File: config.mk
export PLATFORM = sky130hd
export DESIGN_NAME = lfu_window_cache_lookup
export DESIGN_NICKNAME = d
export VERILOG_FILES = /design/src/rtl/lfuwc_pkg.sv /design/src/rtl/lfuwc_cell.sv /design/src/rtl/lfu_window_cache_lookup.sv
export SDC_FILE = /design/constraint.sdc
export NUM_CORES = 2
export LEC_CHECK = 0
export ABC_AREA = 0
export BUFFER_PORTS_ARGS = -buffer_cell sky130_fd_sc_hd__buf_4
export CORE_MARGIN = 4
export CORE_UTILIZATION = 66
export CTS_CLUSTER_SIZE = 40
export DETAILED_ROUTE_END_ITERATION = 8
export GPL_ROUTABILITY_DRIVEN = 0
export GPL_TIMING_DRIVEN = 0
export PLACE_DENSITY = 0.82
export SYNTH_ARGS = -nofsm -noshare
export SYNTH_HDL_FRONTEND = slang
export SYNTH_SLANG_ARGS = --single-unit
File: constraint.sdc
create_clock -name clk -period 15.3 [get_ports clk]
set_input_delay 2.295 -clock clk [delete_from_list [all_inputs] [get_ports clk]]
set_output_delay 2.295 -clock clk [all_outputs]
set_load 0.005 [all_outputs]
File: src/rtl/lfuwc_pkg.sv
// Shared constants, types and helpers for the LFU window cache lookup block.
`default_nettype none

package lfuwc_pkg;

    // Geometry of the tag store.
    localparam int WAYS   = 8;
    localparam int WAY_W  = $clog2(WAYS);
    localparam int HIST_W = 8;
    localparam int CNT_W  = $clog2(HIST_W + 1);
    localparam int ADDR_W = 32;
    localparam int TIME_W = 32;
    localparam int OFS_W  = 5;

    localparam logic [OFS_W-1:0] OFS_RESET = OFS_W'(2);

    // Search item that walks down the row of ways, one way per cycle.
    typedef struct packed {
        logic              vld;
        logic              hit_found;
        logic [WAY_W-1:0]  hit_way;
        logic              inv_found;
        logic [WAY_W-1:0]  inv_way;
        logic [WAY_W-1:0]  best_way;
        logic [CNT_W-1:0]  best_cnt;
        logic [TIME_W-1:0] best_time;
    } tok_t;

    // Update broadcast to all ways; the selected way takes it.
    typedef struct packed {
        logic              hit;
        logic [ADDR_W-1:0] tag;
        logic [TIME_W-1:0] time_val;
    } upd_t;

    // Number of set bits in an access history.
    function automatic logic [CNT_W-1:0] hist_count(input logic [HIST_W-1:0] h);
        logic [CNT_W-1:0] n;
        n = '0;
        for (int i = 0; i < HIST_W; i++) begin
            n = n + CNT_W'(h[i]);
        end
        return n;
    endfunction

endpackage

`default_nettype wire

File: src/rtl/lfuwc_cell.sv
// One cache way: its state and one stage of the search chain.
`default_nettype none

module lfuwc_cell
    import lfuwc_pkg::*;
(
    input  logic              clk,
    input  logic              rst_n,
    input  logic [WAY_W-1:0]  idx,
    input  logic              shift,
    input  logic [ADDR_W-1:0] search_tag,
    input  tok_t              tok_in,
    output tok_t              tok_out,
    input  logic              wr_en,
    input  upd_t              upd,
    output logic              way_valid
);

    logic              valid_reg, valid_next;
    logic [HIST_W-1:0] hist_reg, hist_next;
    logic [ADDR_W-1:0] tag_reg, tag_next;
    logic [TIME_W-1:0] time_reg, time_next;
    tok_t              tok_reg, tok_next;

    logic              match;
    logic [CNT_W-1:0]  cnt;

    // Way state: history ages on every access, the chosen way takes the update.
    always_comb
    begin
        valid_next = valid_reg;
        hist_next  = hist_reg;
        tag_next   = tag_reg;
        time_next  = time_reg;
        if (shift)
        begin
            hist_next = {hist_reg[HIST_W-2:0], 1'b0};
        end
        else if (wr_en)
        begin
            time_next = upd.time_val;
            if (upd.hit)
            begin
                hist_next = hist_reg | HIST_W'(1);
            end
            else
            begin
                valid_next = 1'b1;
                tag_next   = upd.tag;
                hist_next  = HIST_W'(1);
            end
        end
    end

    // Search stage: first hit, first empty way, and running victim choice.
    always_comb
    begin
        match    = valid_reg && (tag_reg == search_tag);
        cnt      = hist_count(hist_reg);
        tok_next = tok_in;
        if (tok_in.vld)
        begin
            if (!tok_in.hit_found && match)
            begin
                tok_next.hit_found = 1'b1;
                tok_next.hit_way   = idx;
            end
            if (!tok_in.inv_found && !valid_reg)
            begin
                tok_next.inv_found = 1'b1;
                tok_next.inv_way   = idx;
            end
            if ((cnt < tok_in.best_cnt) ||
                ((cnt == tok_in.best_cnt) && (time_reg < tok_in.best_time)))
            begin
                tok_next.best_way  = idx;
                tok_next.best_cnt  = cnt;
                tok_next.best_time = time_reg;
            end
        end
    end

    // Control state with reset.
    always_ff @(posedge clk or negedge rst_n)
    begin
        if (!rst_n)
        begin
            valid_reg <= 1'b0;
            hist_reg  <= '0;
            tok_reg   <= '0;
        end
        else
        begin
            valid_reg <= valid_next;
            hist_reg  <= hist_next;
            tok_reg   <= tok_next;
        end
    end

    // Tag and time are only read once the way is valid.
    always_ff @(posedge clk)
    begin
        tag_reg  <= tag_next;
        time_reg <= time_next;
    end

    assign tok_out   = tok_reg;
    assign way_valid = valid_reg;

endmodule

`default_nettype wire

File: src/rtl/lfu_window_cache_lookup.sv
// Top level of the LFU window cache lookup: control, chain of ways, output register.
`default_nettype none

// Fully associative tag store with least-frequently-used replacement and an
// oldest-time tie break (then lowest way). Each accepted item (address,
// timestamp) yields one result (hit, way). The tag is the address shifted right
// by the offset register. Lookup is a search item that walks the row of
// WAYS way cells, one cell per cycle; the chosen way is updated as the item
// leaves the last cell and the result is loaded into the output register at the
// same time if it is free. A new item is accepted only once the last one has
// left the cell chain and its result is in the output register, so a stalled
// output holds off the next item. The offset register may be written only while
// no item is in flight; its ready is always high.

module lfu_window_cache_lookup
    import lfuwc_pkg::*;
(
    input  logic              clk,
    input  logic              rst_n,
    input  logic              in_valid,
    output logic              in_stall,
    input  logic [ADDR_W-1:0] address,
    input  logic [TIME_W-1:0] timestamp,
    output logic              out_valid,
    input  logic              out_stall,
    output logic              hit,
    output logic [WAY_W-1:0]  way,
    input  logic              cfg_valid,
    output logic              cfg_ready,
    input  logic [OFS_W-1:0]  cfg_data
);

    typedef enum logic [2:0] {
        S_IDLE = 3'b001,
        S_SCAN = 3'b010,
        S_PEND = 3'b100
    } state_t;

    state_t            state_reg, state_next;
    logic [OFS_W-1:0]  ofs_reg, ofs_next;
    logic [ADDR_W-1:0] stag_reg, stag_next;
    logic [TIME_W-1:0] stime_reg, stime_next;
    tok_t              start_reg, start_next;
    logic              pend_hit_reg, pend_hit_next;
    logic [WAY_W-1:0]  pend_way_reg, pend_way_next;
    logic              out_valid_reg, out_valid_next;
    logic              out_hit_reg, out_hit_next;
    logic [WAY_W-1:0]  out_way_reg, out_way_next;

    tok_t              tok [WAYS+1];
    logic [WAYS-1:0]   wr_en;
    logic [WAYS-1:0]   way_valid;
    logic [WAYS:0]     tok_vld;
    upd_t              upd;
    logic              accept;
    logic              scan_done;
    logic              out_free;
    logic              res_hit;
    logic [WAY_W-1:0]  slot;

    assign accept    = in_valid && !in_stall;
    assign in_stall  = (state_reg != S_IDLE);
    assign cfg_ready = 1'b1;
    assign scan_done = tok[WAYS].vld;
    assign out_free  = !out_valid_reg || !out_stall;

    // Offset register.
    always_comb
    begin
        ofs_next = ofs_reg;
        if (cfg_valid && cfg_ready)
        begin
            ofs_next = cfg_data;
        end
    end

    // Capture the tag and time of a new item and launch the search.
    always_comb
    begin
        stag_next  = stag_reg;
        stime_next = stime_reg;
        start_next = '0;
        if (accept)
        begin
            stag_next           = address >> ofs_reg;
            stime_next          = timestamp;
            start_next.vld      = 1'b1;
            start_next.best_cnt = '1;
        end
    end

    assign tok[0] = start_reg;

    // Row of way cells.
    for (genvar g = 0; g < WAYS; g++)
    begin : g_way
        lfuwc_cell u_cell (
            .clk        (clk),
            .rst_n      (rst_n),
            .idx        (WAY_W'(g)),
            .shift      (accept),
            .search_tag (stag_reg),
            .tok_in     (tok[g]),
            .tok_out    (tok[g+1]),
            .wr_en      (wr_en[g]),
            .upd        (upd),
            .way_valid  (way_valid[g])
        );
    end

    for (genvar g = 0; g <= WAYS; g++)
    begin : g_vld
        assign tok_vld[g] = tok[g].vld;
    end

    // Pick the way: hit first, then the first empty way, then the victim.
    always_comb
    begin
        res_hit = tok[WAYS].hit_found;
        if (tok[WAYS].hit_found)
        begin
            slot = tok[WAYS].hit_way;
        end
        else if (tok[WAYS].inv_found)
        begin
            slot = tok[WAYS].inv_way;
        end
        else
        begin
            slot = tok[WAYS].best_way;
        end
        upd.hit      = res_hit;
        upd.tag      = stag_reg;
        upd.time_val = stime_reg;
        for (int i = 0; i < WAYS; i++)
        begin
            wr_en[i] = scan_done && (slot == WAY_W'(i));
        end
    end

    // Sequencer and output register.
    always_comb
    begin
        state_next     = state_reg;
        pend_hit_next  = pend_hit_reg;
        pend_way_next  = pend_way_reg;
        out_valid_next = out_valid_reg && out_stall;
        out_hit_next   = out_hit_reg;
        out_way_next   = out_way_reg;
        unique case (state_reg)
            S_IDLE:
            begin
                if (accept)
                begin
                    state_next = S_SCAN;
                end
            end
            S_SCAN:
            begin
                if (scan_done)
                begin
                    if (out_free)
                    begin
                        out_valid_next = 1'b1;
                        out_hit_next   = res_hit;
                        out_way_next   = slot;
                        state_next     = S_IDLE;
                    end
                    else
                    begin
                        pend_hit_next = res_hit;
                        pend_way_next = slot;
                        state_next    = S_PEND;
                    end
                end
            end
            S_PEND:
            begin
                if (out_free)
                begin
                    out_valid_next = 1'b1;
                    out_hit_next   = pend_hit_reg;
                    out_way_next   = pend_way_reg;
                    state_next     = S_IDLE;
                end
            end
            default:
            begin
                state_next = S_IDLE;
            end
        endcase
    end

    // Control registers.
    always_ff @(posedge clk or negedge rst_n)
    begin
        if (!rst_n)
        begin
            state_reg     <= S_IDLE;
            ofs_reg       <= OFS_RESET;
            start_reg     <= '0;
            out_valid_reg <= 1'b0;
        end
        else
        begin
            state_reg     <= state_next;
            ofs_reg       <= ofs_next;
            start_reg     <= start_next;
            out_valid_reg <= out_valid_next;
        end
    end

    // Payload registers.
    always_ff @(posedge clk)
    begin
        stag_reg     <= stag_next;
        stime_reg    <= stime_next;
        pend_hit_reg <= pend_hit_next;
        pend_way_reg <= pend_way_next;
        out_hit_reg  <= out_hit_next;
        out_way_reg  <= out_way_next;
    end

    assign out_valid = out_valid_reg;
    assign hit       = out_hit_reg;
    assign way       = out_way_reg;

`ifndef SYNTHESIS
    // At most one search item is in the chain.
    a_one_token: assert property (@(posedge clk) disable iff (!rst_n)
        $countones(tok_vld) <= 1)
        else $error("more than one search item in the way chain");

    // The search ends only while the sequencer is scanning.
    a_done_in_scan: assert property (@(posedge clk) disable iff (!rst_n)
        scan_done |-> (state_reg == S_SCAN))
        else $error("search ended outside the scan state");

    // A miss that finds no empty way only happens when every way is valid.
    a_victim_full: assert property (@(posedge clk) disable iff (!rst_n)
        (scan_done && !tok[WAYS].hit_found && !tok[WAYS].inv_found) |-> (&way_valid))
        else $error("victim chosen while an empty way exists");

    // A new result appears only at the end of a search or from the pending slot.
    a_out_source: assert property (@(posedge clk) disable iff (!rst_n)
        $rose(out_valid_reg) |-> ($past(scan_done) || ($past(state_reg) == S_PEND)))
        else $error("result produced without a finished search");
`endif

endmodule

`default_nettype wire
After elaboration in Yosys (flattened, before gate mapping) --
Index checks and enable logic that the tools add are counted.
Word-level totals: register bits 1018, input bits 74, logic and storage cells 400
Operators by class: magnitude comparators 16, reduce and logical (&&, ||, !) cells 110, $add $sub $neg 56, shift operators 1, bitwise gates (word level) 3, equality and inequality tests 32, muxes and demuxes 69
Operators with widths (number):
- 2-to-1 mux 47 bit | 8
- 2-to-1 mux 39 bit | 7
- equality test 32 bit | 8
- < comparator 32 bit | 7
- adder 4 x 1 -> 4 bit | 48
- 2-to-1 mux 8 bit | 17
- 2-to-1 mux 4 bit | 17
- logical AND 1 bit | 40
- 2-to-1 mux 36 bit | 1
- equality test 4 bit | 8
- < comparator 32 x 1 -> 1 bit (second input constant) | 1
- < comparator 4 bit | 8
- AND reduction 2 bit | 16
- right shift 32 x 5 -> 32 bit | 1
- AND reduction 3 bit | 10
- 2-to-1 mux 3 bit | 9
- zero test 1 bit | 24
- nonzero test 2 bit | 9
- adder 1 x 1 -> 2 bit | 8
- equality test 3 bit (second input constant) | 5
- equality test 3 x 2 -> 1 bit (second input constant) | 3
- logical OR 1 bit | 9
- one-hot mux 3 bit (3 select lines) | 1
- inequality test 2 bit (second input constant) | 4
- other kinds (9) | 18

Longest topological paths before layout --
depth in word-level cells 12, depth in mapped cells 19

Hierarchy --
A second synthesis with hierarchy kept.
Second synthesis, totals: cells, all modules 5368, area total of the unflattened synthesis 58061.9 sq um
By module, submodules not included:
- lfuwc_cell at g_way[0].u_cell ... | area an instance 6706.4 sq um, cells an instance 634, instances 7, seq. area each 3348.2 sq um
- lfuwc_cell at g_way[7].u_cell | area an instance 6487.5 sq um, cells an instance 592, instances 1, seq. area each 3348.2 sq um
- lfu_window_cache_lookup | area an instance 4629.4 sq um, cells an instance 338, instances 1, seq. area each 2414.8 sq um

Least setup slack after synthesis --
Ideal clock, no wire load.
path type input to register, start input in_valid, end register g_way[0].u_cell.time_reg[0] (enable), path buffers 1, cell stages on the path 5, arrival 6.095 ns, setup slack 8.634 ns, cells stage by stage nand3b_1 -> or2_2 -> clkinv_1 -> clkbuf_1 -> nor2_1
On the way: longest elaborated chain between the ends 3
RTL lines:
- start: declaration | line lfu_window_cache_lookup.sv:20 | input logic in_valid,
- logical AND 1 bit | line lfu_window_cache_lookup.sv:61 | assign accept = in_valid && !in_stall;
- named net accept | line lfu_window_cache_lookup.sv:55 | logic accept;
- NOT 1 bit (no source line)
- AND reduction 2 bit (no source line)
- end signal: assignment | line lfuwc_cell.sv:104 | time_reg <= time_next;
- end: declaration | line lfuwc_cell.sv:22 | logic [TIME_W-1:0] time_reg, time_next;
The timed path passes the listed nets, and every way through them passes these cells. A chain may end at the register's enable or synchronous reset.

==> impl_summary.log <==
[metrics] number of nets in the final layout: just under 5k
[metrics] syn nets: 4,711
[metrics] Cell Chain, Critical Path: ha_1 > inv_1 > fa_1 > fa_1 > inv_1 > fa_1 > inv_1 > fa_1 > inv_1 > ha_1 > nor2b_1 > o21a_1 > o21a_1 > clkbuf_1 > nor2_1 > clkbuf_1 > o311ai_0
[metrics] number of nets still failing antenna checks after routing: 0
[metrics] YS warnings: 0
[metrics] top fanout value on the critical path: 10
[metrics] worst setup path startpoint: g_way[6].u_cell.hist_reg[0]
[metrics] Inserted Clock Buffers: 96
[metrics] average cell area after synthesis: 11.7 um^2
[metrics] biggest area contributors in the synthesized netlist: edfxtp_1 35%, dfrtp_1 20%, ha_1 6.7%
[metrics] sequential share of the synthesized area: 54.8%
[metrics] critical path arrival: around 5.9 ns
[metrics] largest clock skew in the final design: about 0.056 ns
[metrics] worst relative slew slack: under 10%
[metrics] clk sink count: roughly 990
[metrics] die footprint: approximately 81,000 um^2
[metrics] First DRT Iteration DRCs: 4,658
[metrics] Rows: around 100
[metrics] number of enable flip-flop cells after synthesis: between 500 and 600
[metrics] Synth-to-Final Area Change: 11.3%
[metrics] cell family contributing the most delay on the critical path: adder cells
[metrics] total via count in the routed design: between 30k and 40k
[metrics] commonest non-fill, non-tap cells in the layout: 584 x edfxtp_1, 407 x dfrtp_1, 372 x inv_1
[metrics] slew of the pin with the lowest slew margin: ~1.4 ns
[metrics] count of pins on the block boundary: around 80
[metrics] final-layout setup total negative slack: 0 ns
[metrics] share of total power consumed by net switching: about 45%
[metrics] initial standard-cell utilization of the core: approximately 67%
[metrics] register share of total power: 31.9%
[metrics] clock period minus final worst setup slack: 5.40 ns
[metrics] top cell type's share of synthesized area: about a third
[metrics] unrepaired setup endpoints after global routing: false
[metrics] Setup CP Type: flip-flop to flip-flop
[metrics] capturing instance or port of the critical path: g_way[6].u_cell.tok_out[14]
[metrics] violated checks: DRC
[metrics] DRT Wirelength: 130,000 um
[metrics] share of layout cells above drive strength 1: 8.87%
[metrics] run status: finished with violations
[metrics] required time worst endpoint: 15.78 ns
[metrics] flip-flop and latch count after synthesis: between 900 and 1k
[metrics] gate count of the mapped netlist: 4,332
[metrics] cell area after placement: between 50,000 and 60,000 um^2
[metrics] Resize count post-CTS: 0
[metrics] fraction of power consumed by combinational cells: between 40% and 50%
[metrics] leakage power of the design: 0.0211 uW
[metrics] Netlist cell types: roughly 70
[metrics] post-synthesis instance area: 50,600 um^2
[metrics] part of the power in the clock network: between 10% and 20%
[metrics] sum of buffers and inverters on the critical path: 6
[metrics] number of failing setup endpoints in the final timing report: 0
[metrics] x dimension of the die: 285 um
[metrics] number of global-route vias before repair: about 37k
[metrics] Port-buffer cells: 79
[metrics] cell count along the critical path: 17
[metrics] count of hold buffers inserted by post-cts repair: 0
[metrics] DRT Pass-1 Iters: 9
[metrics] kind of start point of the critical path: flip-flop
[metrics] number of max-slew violations in the final report: 0
[metrics] Worst VDD drop: ~0.00017 V
[metrics] Clock Pin Slew Worst Setup and Hold Paths: 0.06 ns
[metrics] Fmax: roughly 190 MHz
[metrics] antenna violations before repair: 2
[metrics] Pwr per Cell Area: about 230 nW/um^2
[metrics] total overflow reported by the global router: 0
[metrics] final routed DRC violation total: 2
[metrics] CTS H-tree lvls: 3
[metrics] first-pass GRT wire length: around 200,000 um
[metrics] start of the worst register-to-register path: g_way[6].u_cell.hist_reg[0]
[metrics] clock latency at the later pin of the worst-skew pair: 0.69 ns
[metrics] post-synthesis cell type with the largest combined area: edfxtp_1
[metrics] finished layout cell area: about 56,000 um^2
[metrics] die boundary height: 285 um
[metrics] setup repair bufs after CTS: 0
[metrics] max-capacitance violation count: 0
[metrics] ys async rst share: roughly two fifths
[metrics] count of filler cells inserted in the layout: 4,771
[metrics] placeable core region: around 76,000 um^2
[metrics] routed vias/inst: 6.64
[metrics] peak per-stage delay on the critical path: 0.71 ns
[metrics] average wire per standard cell: approximately 23 um
[metrics] Cell Int Power: between 6000 and 7000 uW
[metrics] max FFs per register: about 330
[metrics] most frequent standard cell in the layout excluding fill and tap cells: edfxtp_1
[metrics] depth of the worst register-to-register path: 17
[metrics] pin count of the biggest net entering global routing: approximately 120
[metrics] Clk Tree Root Cell: clkbuf_16
[metrics] worst min-delay path class: flip-flop to flip-flop
[metrics] share of the clock period used by the worst path after layout: a little over a third
[metrics] switching power total: around 5800 uW
[metrics] cell at the slowest stage of the critical path: nor2_1
[metrics] setup slack of the most critical reg-to-reg path: 9.90 ns
[metrics] TritonCTS clock tree: yes
[metrics] overall routing resource usage: around a third
[metrics] CTS max path bufs: 3
[metrics] commonest register cell after synthesis: edfxtp_1
[metrics] hold violation count in the final report: 0
[metrics] reg-to-reg endpoint: g_way[6].u_cell.tok_out[14]
[metrics] DPL Wire Length: around 94,000 um
[metrics] crit end category: flip-flop
[layer usage]
metal / up-vias / wire (um) / GRT usage, %
met2: 2426 / 60500 / 51.4
met5: - / 13 / 0
met4: 2 / 6070 / 14.8
met1: 17777 / 50100 / 42.8
met3: 423 / 13300 / 5.20
li1: 16839 / - / -
[cell type report]
cell class	instances	area [um^2]	area share (%)
Multi-Input combinational cell	2640	20300	35.9
Buffer	326	1310	2.32
Inverter	373	1400	2.48
Clock inverter	49	696	1.23
Antenna cell	1	2.50	0.00444
Tap cell	1030	1290	2.29
Sequential cell	993	27800	49.3
Timing Repair Buffer	95	926	1.64
Clock buffer	133	2730	4.85
[cell usage after synthesis (all sizes together), types with 16 or more instances]
library cell / instances
o32ai: 214
buf: 61
xnor2: 171
or3b: 38
a21o: 27
edfxtp: 584
o311ai: 168
o211ai: 46
nand2b: 33
or2: 40
clkbuf: 265
and3: 40
ha: 273
a211o: 25
dfrtp: 407
inv: 372
mux2i: 54
nor4: 35
fa: 32
o21ai: 55
nor2: 78
o21a: 36
xor2: 87
nand4: 267
a31oi: 216
mux2: 21
a211oi: 16
a21oi: 109
nand2: 326
a22o: 44
nor2b: 37
nand3: 38
[power groups by stage]
| stage | Sequential, uW | Combinational, uW | Clock, uW |
|---|---|---|---|
| after CTS | 4050 | 6050 | 2500 |
| final | 4080 | 6240 | 2480 |
| after detailed placement | 4090 | 5980 | 0 |
| after floorplan | 3850 | 4390 | 0 |
| after global placement | 4080 | 5740 | 0 |
| after global routing | 4130 | 6790 | 2630 |
[worst min-delay path by stage]
stage	start	end	slack, ns	cells after the start
6_report	g_way[2].u_cell.tok_out[47]	g_way[3].u_cell.tok_out[47]	0.39	0
3_5_place_dp	g_way[2].u_cell.tok_out[47]	g_way[3].u_cell.tok_out[47]	0.38	0
2_1_floorplan	g_way[2].u_cell.tok_out[47]	g_way[3].u_cell.tok_out[47]	0.35	0
3_3_place_gp	g_way[2].u_cell.tok_out[47]	g_way[3].u_cell.tok_out[47]	0.38	0
4_1_cts	g_way[2].u_cell.tok_out[47]	g_way[3].u_cell.tok_out[47]	0.39	0
5_1_grt	g_way[2].u_cell.tok_out[47]	g_way[3].u_cell.tok_out[47]	0.40	0
[logic make-up (layout without fill, tap and decap cells)]
| family | after synthesis | count (layout) | share of synthesized area, % |
|---|---|---|---|
| AO/OA/AOI/OAI | 1001 | 1001 | 14.8 |
| flip-flops | 993 | 993 | 54.8 |
| AND/OR/NAND/NOR | 986 | 986 | 10.4 |
| buffers and inverters | 699 | 976 | 5.34 |
| adder cells (fa/ha/maj) | 305 | 305 | 8.01 |
| XOR/XNOR | 258 | 258 | 4.46 |
| multiplexers | 89 | 89 | 2.16 |
| other | 1 | 2 | 0.00740 |
[through the flow]
step / total power (uW) / setup WS, ns / util (%) / instances / hold slack (ns)
2_1_floorplan: 8240 / 8.63 / - / 4332 / 0.352
3_3_place_gp: 9820 / 6.00 / 69.2 / 5441 / 0.382
3_5_place_dp: 10100 / 9.99 / 69.7 / 5457 / 0.384
4_1_cts: 12600 / 9.96 / 74.2 / 5639 / 0.387
5_1_grt: 13500 / 9.69 / 74.2 / 5639 / 0.403
6_report: 12800 / 9.90 / 74.2 / 5640 / 0.391
(Power assumes the default switching activity.)
